$ cat config.mk
export PLATFORM = sky130hd
export DESIGN_NAME = delimited_field_splitter
export DESIGN_NICKNAME = d
export VERILOG_FILES = /design/src/rtl/dfs_pkg.sv /design/src/rtl/dfs_cfg_regs.sv /design/src/rtl/dfs_core.sv /design/src/rtl/dfs_out_fifo.sv /design/src/rtl/delimited_field_splitter.sv
export SDC_FILE = /design/constraint.sdc
export NUM_CORES = 1
export LEC_CHECK = 0
export BUFFER_PORTS_ARGS = -buffer_cell sky130_fd_sc_hd__buf_2
export CAP_MARGIN = 20
export CORE_MARGIN = 2
export CORE_UTILIZATION = 64
export DETAILED_ROUTE_END_ITERATION = 7
export PLACE_DENSITY = 0.88
export SYNTH_ARGS = -nofsm -noshare
export SYNTH_HDL_FRONTEND = slang
export SYNTH_HIERARCHICAL = 1
export SYNTH_SLANG_ARGS = --single-unit
$ cat constraint.sdc
create_clock -name clk -period 15.4 [get_ports clk]
set_clock_uncertainty 0.2 [all_clocks]
set_input_delay 1.54 -clock clk [delete_from_list [all_inputs] [get_ports clk]]
set_output_delay 1.54 -clock clk [all_outputs]
set_load 0.03 [all_outputs]
$ cat src/rtl/dfs_pkg.sv
// Shared types, constants and helpers for the delimited field splitter.
// No dependencies; every other file of the block imports this package.
`default_nettype none

package dfs_pkg;

	localparam int LINE_BYTES  = 4096;
	localparam int DELIM_SLOTS = 8;
	localparam int FIFO_DEPTH  = 4;
	localparam int FIFO_AW     = $clog2(FIFO_DEPTH);
	localparam int FIFO_CW     = $clog2(FIFO_DEPTH + 1);
	localparam int ADDR_W      = 6;
	localparam int DATA_W      = 64;

	localparam logic [7:0] CH_NUL   = 8'h00;
	localparam logic [7:0] CH_TAB   = 8'h09;
	localparam logic [7:0] CH_NL    = 8'h0A;
	localparam logic [7:0] CH_VT    = 8'h0B;
	localparam logic [7:0] CH_FF    = 8'h0C;
	localparam logic [7:0] CH_CR    = 8'h0D;
	localparam logic [7:0] CH_SPACE = 8'h20;

	typedef enum logic [2:0] {
		REG_DELIM_BYTES     = 3'd0,
		REG_DELIM_USED      = 3'd1,
		REG_CHAR_LIMIT      = 3'd2,
		REG_FIELD_LIMIT     = 3'd3,
		REG_FIELD_LEN_LIMIT = 3'd4
	} reg_idx_t;

	typedef struct packed {
		logic [63:0] delim_bytes;
		logic [3:0]  delim_used;
		logic [12:0] char_limit;
		logic [7:0]  field_limit;
		logic [7:0]  field_len_limit;
	} cfg_t;

	typedef struct packed {
		logic [7:0] out_byte;
		logic       byte_valid;
		logic       field_closed;
		logic [7:0] field_num;
		logic       line_finished;
		logic [7:0] fields_total;
		logic       run_last;
	} result_t;

	function automatic logic is_white(input logic [7:0] b);
		return (b == CH_SPACE) || (b == CH_TAB) || (b == CH_NL) ||
			(b == CH_VT) || (b == CH_FF) || (b == CH_CR);
	endfunction

endpackage

`default_nettype wire

$ cat src/rtl/dfs_cfg_regs.sv
// APB-style configuration registers of the field splitter.
// Depends on dfs_pkg for the register map and the configuration struct.
`default_nettype none

module dfs_cfg_regs
	import dfs_pkg::*;
(
	input  wire logic              clk,
	input  wire logic              arst_n,
	input  wire logic              psel,
	input  wire logic              penable,
	input  wire logic              pwrite,
	input  wire logic [ADDR_W-1:0] paddr,
	input  wire logic [DATA_W-1:0] pwdata,
	output logic      [DATA_W-1:0] prdata,
	output logic                   pready,
	output cfg_t                   cfg
);

	reg_idx_t idx;
	logic     wr_en;

	assign idx    = reg_idx_t'(paddr[ADDR_W-1:3]);
	assign pready = 1'b1;
	assign wr_en  = psel & penable & pwrite & pready;

	always_ff @(posedge clk or negedge arst_n) begin
		if (!arst_n) begin
			cfg.delim_bytes     <= 64'(CH_SPACE);
			cfg.delim_used      <= 4'd1;
			cfg.char_limit      <= 13'(LINE_BYTES);
			cfg.field_limit     <= 8'd255;
			cfg.field_len_limit <= 8'd255;
		end else if (wr_en) begin
			case (idx)
				REG_DELIM_BYTES:     cfg.delim_bytes     <= pwdata;
				REG_DELIM_USED:      cfg.delim_used      <= pwdata[3:0];
				REG_CHAR_LIMIT:      cfg.char_limit      <= pwdata[12:0];
				REG_FIELD_LIMIT:     cfg.field_limit     <= pwdata[7:0];
				REG_FIELD_LEN_LIMIT: cfg.field_len_limit <= pwdata[7:0];
				default: ;
			endcase
		end
	end

	always_comb begin
		case (idx)
			REG_DELIM_BYTES:     prdata = cfg.delim_bytes;
			REG_DELIM_USED:      prdata = {60'd0, cfg.delim_used};
			REG_CHAR_LIMIT:      prdata = {51'd0, cfg.char_limit};
			REG_FIELD_LIMIT:     prdata = {56'd0, cfg.field_limit};
			REG_FIELD_LEN_LIMIT: prdata = {56'd0, cfg.field_len_limit};
			default:             prdata = '0;
		endcase
	end

endmodule

`default_nettype wire

$ cat src/rtl/dfs_core.sv
// Input register, line state and per-word split logic of the field splitter.
// Depends on dfs_pkg; emits zero, one or two results per word into the queue.
`default_nettype none

module dfs_core
	import dfs_pkg::*;
(
	input  wire logic       clk,
	input  wire logic       arst_n,
	input  cfg_t            cfg,
	input  wire logic       in_valid,
	output logic            in_ready,
	input  wire logic [7:0] in_byte,
	input  wire logic       line_start,
	input  wire logic       room,
	output logic [1:0]      push_n,
	output result_t         res0,
	output result_t         res1
);

	logic        valid_s1;
	logic [7:0]  byte_s1;
	logic        start_s1;
	logic        fire;

	logic [12:0] bytes_seen_q;
	logic [7:0]  field_count_q;
	logic [7:0]  chars_in_field_q;
	logic        line_over_q;

	logic [12:0] bs, bs_nx, lim;
	logic [7:0]  fc, fc_nx, fc1, cif, cif_nx, flim;
	logic        over, over_nx;
	logic [3:0]  used_n;
	logic        hit, spaces, delim, keep;
	logic [1:0]  n;

	assign fire     = valid_s1 & room;
	assign in_ready = ~valid_s1 | fire;
	assign push_n   = fire ? n : 2'd0;

	always_ff @(posedge clk or negedge arst_n) begin
		if (!arst_n) begin
			valid_s1 <= 1'b0;
		end else if (in_ready) begin
			valid_s1 <= in_valid;
		end
	end

	always_ff @(posedge clk) begin
		if (in_ready && in_valid) begin
			byte_s1  <= in_byte;
			start_s1 <= line_start;
		end
	end

	always_ff @(posedge clk or negedge arst_n) begin
		if (!arst_n) begin
			bytes_seen_q     <= '0;
			field_count_q    <= '0;
			chars_in_field_q <= '0;
			line_over_q      <= 1'b0;
		end else if (fire) begin
			bytes_seen_q     <= bs_nx;
			field_count_q    <= fc_nx;
			chars_in_field_q <= cif_nx;
			line_over_q      <= over_nx;
		end
	end

	// Delimiter match: one compare per slot; a space slot enables all white space.
	always_comb begin
		used_n = (cfg.delim_used > 4'(DELIM_SLOTS)) ? 4'(DELIM_SLOTS) : cfg.delim_used;
		hit    = 1'b0;
		spaces = 1'b0;
		for (int i = 0; i < DELIM_SLOTS; i++) begin
			if (4'(i) < used_n) begin
				if (cfg.delim_bytes[8*i +: 8] == byte_s1) hit = 1'b1;
				if (cfg.delim_bytes[8*i +: 8] == CH_SPACE) spaces = 1'b1;
			end
		end
		delim = hit | (spaces & is_white(byte_s1));
	end

	always_comb begin
		lim  = (cfg.char_limit > 13'(LINE_BYTES)) ? 13'(LINE_BYTES) : cfg.char_limit;
		flim = (cfg.field_limit == 8'd0) ? 8'd1 : cfg.field_limit;

		bs   = start_s1 ? '0 : bytes_seen_q;
		fc   = start_s1 ? '0 : field_count_q;
		cif  = start_s1 ? '0 : chars_in_field_q;
		over = start_s1 ? 1'b0 : line_over_q;

		bs_nx   = bs;
		fc_nx   = fc;
		cif_nx  = cif;
		over_nx = over;
		fc1     = fc + 8'd1;
		keep    = (cfg.field_len_limit != 8'd0) &&
			({1'b0, cif} + 9'd1 < {1'b0, cfg.field_len_limit});
		n       = 2'd0;
		res0    = '0;
		res1    = '0;

		if (over) begin
			n = 2'd0;
		end else if (byte_s1 == CH_NUL || byte_s1 == CH_NL || bs >= lim) begin
			// The line ends here without examining the word.
			n       = 2'd1;
			fc_nx   = fc1;
			over_nx = 1'b1;
			res0.field_closed  = 1'b1;
			res0.field_num     = fc;
			res0.line_finished = 1'b1;
			res0.fields_total  = fc1;
			res0.run_last      = 1'b1;
		end else begin
			bs_nx = bs + 13'd1;
			if (delim) begin
				cif_nx = '0;
				fc_nx  = fc1;
				res0.field_closed = 1'b1;
				res0.field_num    = fc;
				if (fc1 >= flim) begin
					n       = 2'd1;
					over_nx = 1'b1;
					res0.line_finished = 1'b1;
					res0.fields_total  = fc1;
					res0.run_last      = 1'b1;
				end else if (bs_nx >= lim) begin
					// The delimiter also exhausts the line, so the empty last field closes too.
					n       = 2'd2;
					fc_nx   = fc1 + 8'd1;
					over_nx = 1'b1;
					res1.field_closed  = 1'b1;
					res1.field_num     = fc1;
					res1.line_finished = 1'b1;
					res1.fields_total  = fc1 + 8'd1;
					res1.run_last      = 1'b1;
				end else begin
					n = 2'd1;
					res0.run_last = 1'b1;
				end
			end else begin
				n = 2'd1;
				if (keep) cif_nx = cif + 8'd1;
				res0.out_byte   = keep ? byte_s1 : 8'd0;
				res0.byte_valid = keep;
				res0.field_num  = fc;
				res0.run_last   = 1'b1;
				if (bs_nx >= lim) begin
					fc_nx   = fc1;
					over_nx = 1'b1;
					res0.field_closed  = 1'b1;
					res0.line_finished = 1'b1;
					res0.fields_total  = fc1;
				end
			end
		end
	end

endmodule

`default_nettype wire

$ cat src/rtl/dfs_out_fifo.sv
// Small result queue that takes up to two results a cycle and hands out one.
// Depends on dfs_pkg for the result struct and the queue depth.
`default_nettype none

module dfs_out_fifo
	import dfs_pkg::*;
(
	input  wire logic       clk,
	input  wire logic       arst_n,
	input  wire logic [1:0] push_n,
	input  result_t         res0,
	input  result_t         res1,
	output logic            room,
	output logic            out_valid,
	input  wire logic       out_ready,
	output result_t         head
);

	result_t              mem [FIFO_DEPTH];
	logic [FIFO_AW-1:0]   wr_ptr_q, rd_ptr_q, wr_ptr1;
	logic [FIFO_CW-1:0]   count_q;
	logic                 pop;

	assign out_valid = count_q != '0;
	assign pop       = out_valid & out_ready;
	// Room for a full two-result word, whatever the consumer does this cycle.
	assign room      = count_q <= FIFO_CW'(FIFO_DEPTH - 2);
	assign wr_ptr1   = wr_ptr_q + 1'b1;
	assign head      = mem[rd_ptr_q];

	always_ff @(posedge clk) begin
		if (push_n != 2'd0) mem[wr_ptr_q] <= res0;
		if (push_n == 2'd2) mem[wr_ptr1] <= res1;
	end

	always_ff @(posedge clk or negedge arst_n) begin
		if (!arst_n) begin
			wr_ptr_q <= '0;
			rd_ptr_q <= '0;
			count_q  <= '0;
		end else begin
			wr_ptr_q <= wr_ptr_q + FIFO_AW'(push_n);
			if (pop) rd_ptr_q <= rd_ptr_q + 1'b1;
			count_q  <= count_q + FIFO_CW'(push_n) - FIFO_CW'(pop);
		end
	end

endmodule

`default_nettype wire

$ cat src/rtl/delimited_field_splitter.sv
// Top level of the delimited field splitter: registers, split core, result queue.
// Depends on dfs_pkg, dfs_cfg_regs, dfs_core and dfs_out_fifo.
//
// Channel  Dir  Handshake              Payload
// cfg      in   psel/penable/pready    paddr, pwdata, pwrite, prdata (64-bit regs at 8*i)
// in       in   in_valid/in_ready      in_byte, line_start
// out      out  out_valid/out_ready    out_byte, byte_valid, field_closed, field_num,
//                                      line_finished, fields_total, run_last
//
// A word is registered on acceptance and split from that register, one word per cycle
// while the result queue has room. Its results are pushed into the queue and leave
// from the queue head.
// A word that closes two fields puts two results into the queue; the four-entry
// result queue takes a new word whenever at least two entries are free.
// Reset restores the register defaults and starts a fresh line; no clearing pass.
`default_nettype none

module delimited_field_splitter
	import dfs_pkg::*;
(
	input  wire logic              clk,
	input  wire logic              arst_n,
	input  wire logic              psel,
	input  wire logic              penable,
	input  wire logic              pwrite,
	input  wire logic [ADDR_W-1:0] paddr,
	input  wire logic [DATA_W-1:0] pwdata,
	output logic      [DATA_W-1:0] prdata,
	output logic                   pready,
	input  wire logic              in_valid,
	output logic                   in_ready,
	input  wire logic [7:0]        in_byte,
	input  wire logic              line_start,
	output logic                   out_valid,
	input  wire logic              out_ready,
	output logic [7:0]             out_byte,
	output logic                   byte_valid,
	output logic                   field_closed,
	output logic [7:0]             field_num,
	output logic                   line_finished,
	output logic [7:0]             fields_total,
	output logic                   run_last
);

	cfg_t       cfg;
	result_t    res0, res1, head;
	logic [1:0] push_n;
	logic       room;

	dfs_cfg_regs u_cfg (
		.clk     (clk),
		.arst_n  (arst_n),
		.psel    (psel),
		.penable (penable),
		.pwrite  (pwrite),
		.paddr   (paddr),
		.pwdata  (pwdata),
		.prdata  (prdata),
		.pready  (pready),
		.cfg     (cfg)
	);

	dfs_core u_core (
		.clk        (clk),
		.arst_n     (arst_n),
		.cfg        (cfg),
		.in_valid   (in_valid),
		.in_ready   (in_ready),
		.in_byte    (in_byte),
		.line_start (line_start),
		.room       (room),
		.push_n     (push_n),
		.res0       (res0),
		.res1       (res1)
	);

	dfs_out_fifo u_fifo (
		.clk       (clk),
		.arst_n    (arst_n),
		.push_n    (push_n),
		.res0      (res0),
		.res1      (res1),
		.room      (room),
		.out_valid (out_valid),
		.out_ready (out_ready),
		.head      (head)
	);

	assign out_byte      = head.out_byte;
	assign byte_valid    = head.byte_valid;
	assign field_closed  = head.field_closed;
	assign field_num     = head.field_num;
	assign line_finished = head.line_finished;
	assign fields_total  = head.fields_total;
	assign run_last      = head.run_last;

`ifndef NO_ASSERTIONS
	// The core only pushes when the queue has space for a full word.
	a_push_room: assert property (@(posedge clk) disable iff (!arst_n)
		(push_n != 2'd0) |-> room)
		else $error("result pushed without queue room");

	// A two-result word is a delimiter closing a field and then the final field.
	a_pair_shape: assert property (@(posedge clk) disable iff (!arst_n)
		(push_n == 2'd2) |-> (res1.line_finished && res1.run_last &&
			!res0.line_finished && !res0.run_last && res1.field_num == res0.field_num + 8'd1))
		else $error("malformed two-result word");

	// A finished line always closes a field.
	a_finish_closes: assert property (@(posedge clk) disable iff (!arst_n)
		(out_valid && line_finished) |-> field_closed)
		else $error("line finished without a field close");
`endif

endmodule

`default_nettype wire

==> metrics.cfg <==
[logic_synthesis]
synth_area_leaders=edfxtp_1 23%, dfrtp_1 19%, mux2_2 12%, ha_1 4.2%, mux4_2 4.0%
netlist_instances=1260
seq_area_frac_synth_pct=45.0
syn_area_um2=15600
ys_ff_latch=256
synth-edff-count=121
ys.flop_type=edfxtp_1
yosysWarnings=6
synth_top_area_share_pct=23.2
yosysMostFrequentCell=mux2_2
yosysUniqueCellTypes=99
async_flop_share_pct=52.7
yosysTopAreaCell=edfxtp_1
ys_top_cells_by_count=169 x mux2_2, 121 x edfxtp_1, 116 x dfrtp_1, 70 x and2_1, 69 x xor2_1
avgSynthCellArea_um2=12.4

[timing]
tightest_slew_ps=1100
fmax_mhz=146
tns_ps=0
setup_viol=0
hold_slack_ps=305
min_period_ps=6860
finalMaxSlewViolations=0
finalHoldViolCount=0
layout_setup_ws_ps=8540
rsz0062_at_grt=false
slew_headroom_pct=26.4
min_period_over_period_pct=44.5

[cts]
clk_latency_ps=550
clock_path_buffers=3
cts_hold_buf=0
clkTransAtPathRegs_ps=60
cts_htree_levels=1
cts_buffers=27
cts_tree=done
post_cts_buffers=0
cts-root-buf=clkbuf_16
cts-resized-gates=0
clock_sinks=256

[worst_hold_path]
min_from=u_core/bytes_seen_q[12]
hold_path_class=flip-flop to flip-flop

[die]
initial_core_util_pct=64.7
coreArea_um2=24200
row_count=57
io_pins=181
die_area_um2=25700
chipHeight_um=160
die_width_um=160

[place]
place_congestion=0.927
dp_hpwl_um=26300
place_area_um2=16500
io_buffers=176
post-place-ws_ps=8740
place_inst=1705

[cells_and_area]
area_growth_syn_to_layout_pct=11.4
finalInstanceArea_um2=17400
fin_nets=1550
layout-drive-gt1-share_pct=36.2
layout.cells.non_filler=1761
fin_util_pct=72.0
fill_cells=1596

[detailed_routing]
firstDrtPassIters=5
drt-total-wl_um=37700
post_drt_via_cell_ratio=6.17
antenna_left=0
num_vias=10900
drc=0
wl_per_cell_um=21.4
drt_iter0_drc=835

[status]
status=completed

[critical_path]
cp-startpoint=u_core/start_s1
path_class=flip-flop to flip-flop
cp-start-kind=flip-flop
r2r_setup_slack_ps=8540
endpoint_kind=flip-flop
cp_max_fo=46
rr_startpoint=u_core/start_s1
crit_arrival_ps=6950
crit_required_ps=15490

[grt]
grt_pass1_vias=11200
grt_pass1_wl_um=60800
gr-total-overflow=0
grt_max_degree=73
antenna_found_initial=5
grt_use_total_pct=29.7

[power_and_ir_drop]
power_density_nw_per_um2=150
power_mw=2.61
power.leakage_nw=7.59
irDropWorstVdd_v=0.000110

[run]
drv_cap=0

==> final timing paths <==
| check | endpoint | cells past startpoint |
|---|---|---|
| setup / recovery | u_fifo/mem[3][24] | 19 |
| hold / removal | u_core/bytes_seen_q[12] | 1 |
| setup reg to reg | u_fifo/mem[3][24] | 19 |
| hold reg to reg | u_core/bytes_seen_q[12] | 1 |
| max in group asynchronous | u_cfg/cfg[37] | 2 |
| min in group asynchronous | u_cfg/cfg[59] | 1 |
==> report_power, final <==
part	internal (mW)	leakage (nW)	total (mW)	switching, mW
clock	0.378	0.428	0.648	0.270
sequential	0.877	2.81	1.02	0.140
combinational	0.400	4.35	0.948	0.548
==> registers in the layout (all words and copies together), names as in the netlist <==
name	count
u_core/bytes_seen_q	13
u_cfg/cfg	97
u_core/start_s1	1
u_core/byte_s1	8
u_fifo/count_q	3
u_core/valid_s1	1
u_core/chars_in_field_q	8
u_fifo/wr_ptr_q	2
u_fifo/rd_ptr_q	2
u_core/field_count_q	8
u_core/line_over_q	1
u_fifo/mem	112
==> layer usage <==
layer	global-route usage, %	share of wire [%]
met5	0	0
met4	9.25	2.8
met3	4.49	6.6
met2	51.2	51
met1	39.1	40
==> critical path: stages (launching register included) <==
cell,delay [ps]
edfxtp_1,320
buf_4,440
clkinv_1,470
nand2_1,370
inv_1,200
ha_1,300
nand3_1,120
xor2_1,130
or2_0,450
inv_1,200
ha_1,250
a2111oi_0,530
inv_1,90
o31a_2,400
nor3_2,180
and2_1,380
nor2_1,260
and4bb_1,370
buf_4,500
mux2_2,400
==> layout make-up <==
cell class,count,area (um2),area share (%)
Clock inverter,15,156,0.898
Timing Repair Buffer,192,1020,5.85
Tap cell,324,405,2.33
Antenna cell,5,12.5,0.0718
Inverter,43,161,0.927
Sequential cell,256,7040,40.4
Multi-Input combinational cell,891,7910,45.4
Clock buffer,35,716,4.11
==> cells by family after synthesis <==
| group | count (synthesis) | share of synthesized area [%] |
|---|---|---|
| adders and majority gates | 53 | 4.29 |
| other | 2 | 0.0480 |
| AOI/OAI and AO/OA | 140 | 6.50 |
| muxes | 260 | 21.3 |
| DFF | 256 | 45.0 |
| buffers and inverters | 121 | 4.75 |
| and+or+nand+nor | 330 | 12.6 |
| xor gates and xnor gates | 98 | 5.49 |
==> cells in the final DEF (no fill, tap or decap), types with 6 or more instances in the layout <==
cell type / instances
o21ai_0: 18
ha_1: 52
nor3b_1: 6
o211ai_1: 9
o22ai_1: 9
clkbuf_1: 7
a21oi_1: 29
and2_1: 70
nor2_1: 49
nor4_1: 24
xnor2_1: 29
a311oi_1: 6
mux2_1: 16
a22o_1: 9
nor3_1: 16
dfrtp_1: 115
buf_2: 175
mux4_2: 28
conb_1: 10
nand4_1: 14
mux2i_1: 18
a21o_1: 10
mux2_2: 169
nor2_2: 6
edfxtp_1: 121
dfstp_2: 19
nor4b_1: 9
and3_1: 11
inv_1: 42
clkbuf_16: 27
nand2_1: 39
nand3_1: 20
mux2_4: 29
xor2_1: 69
buf_4: 15
nor2b_1: 24
clkinv_2: 6
a31oi_1: 6
Power figures use the tool's default switching activity.
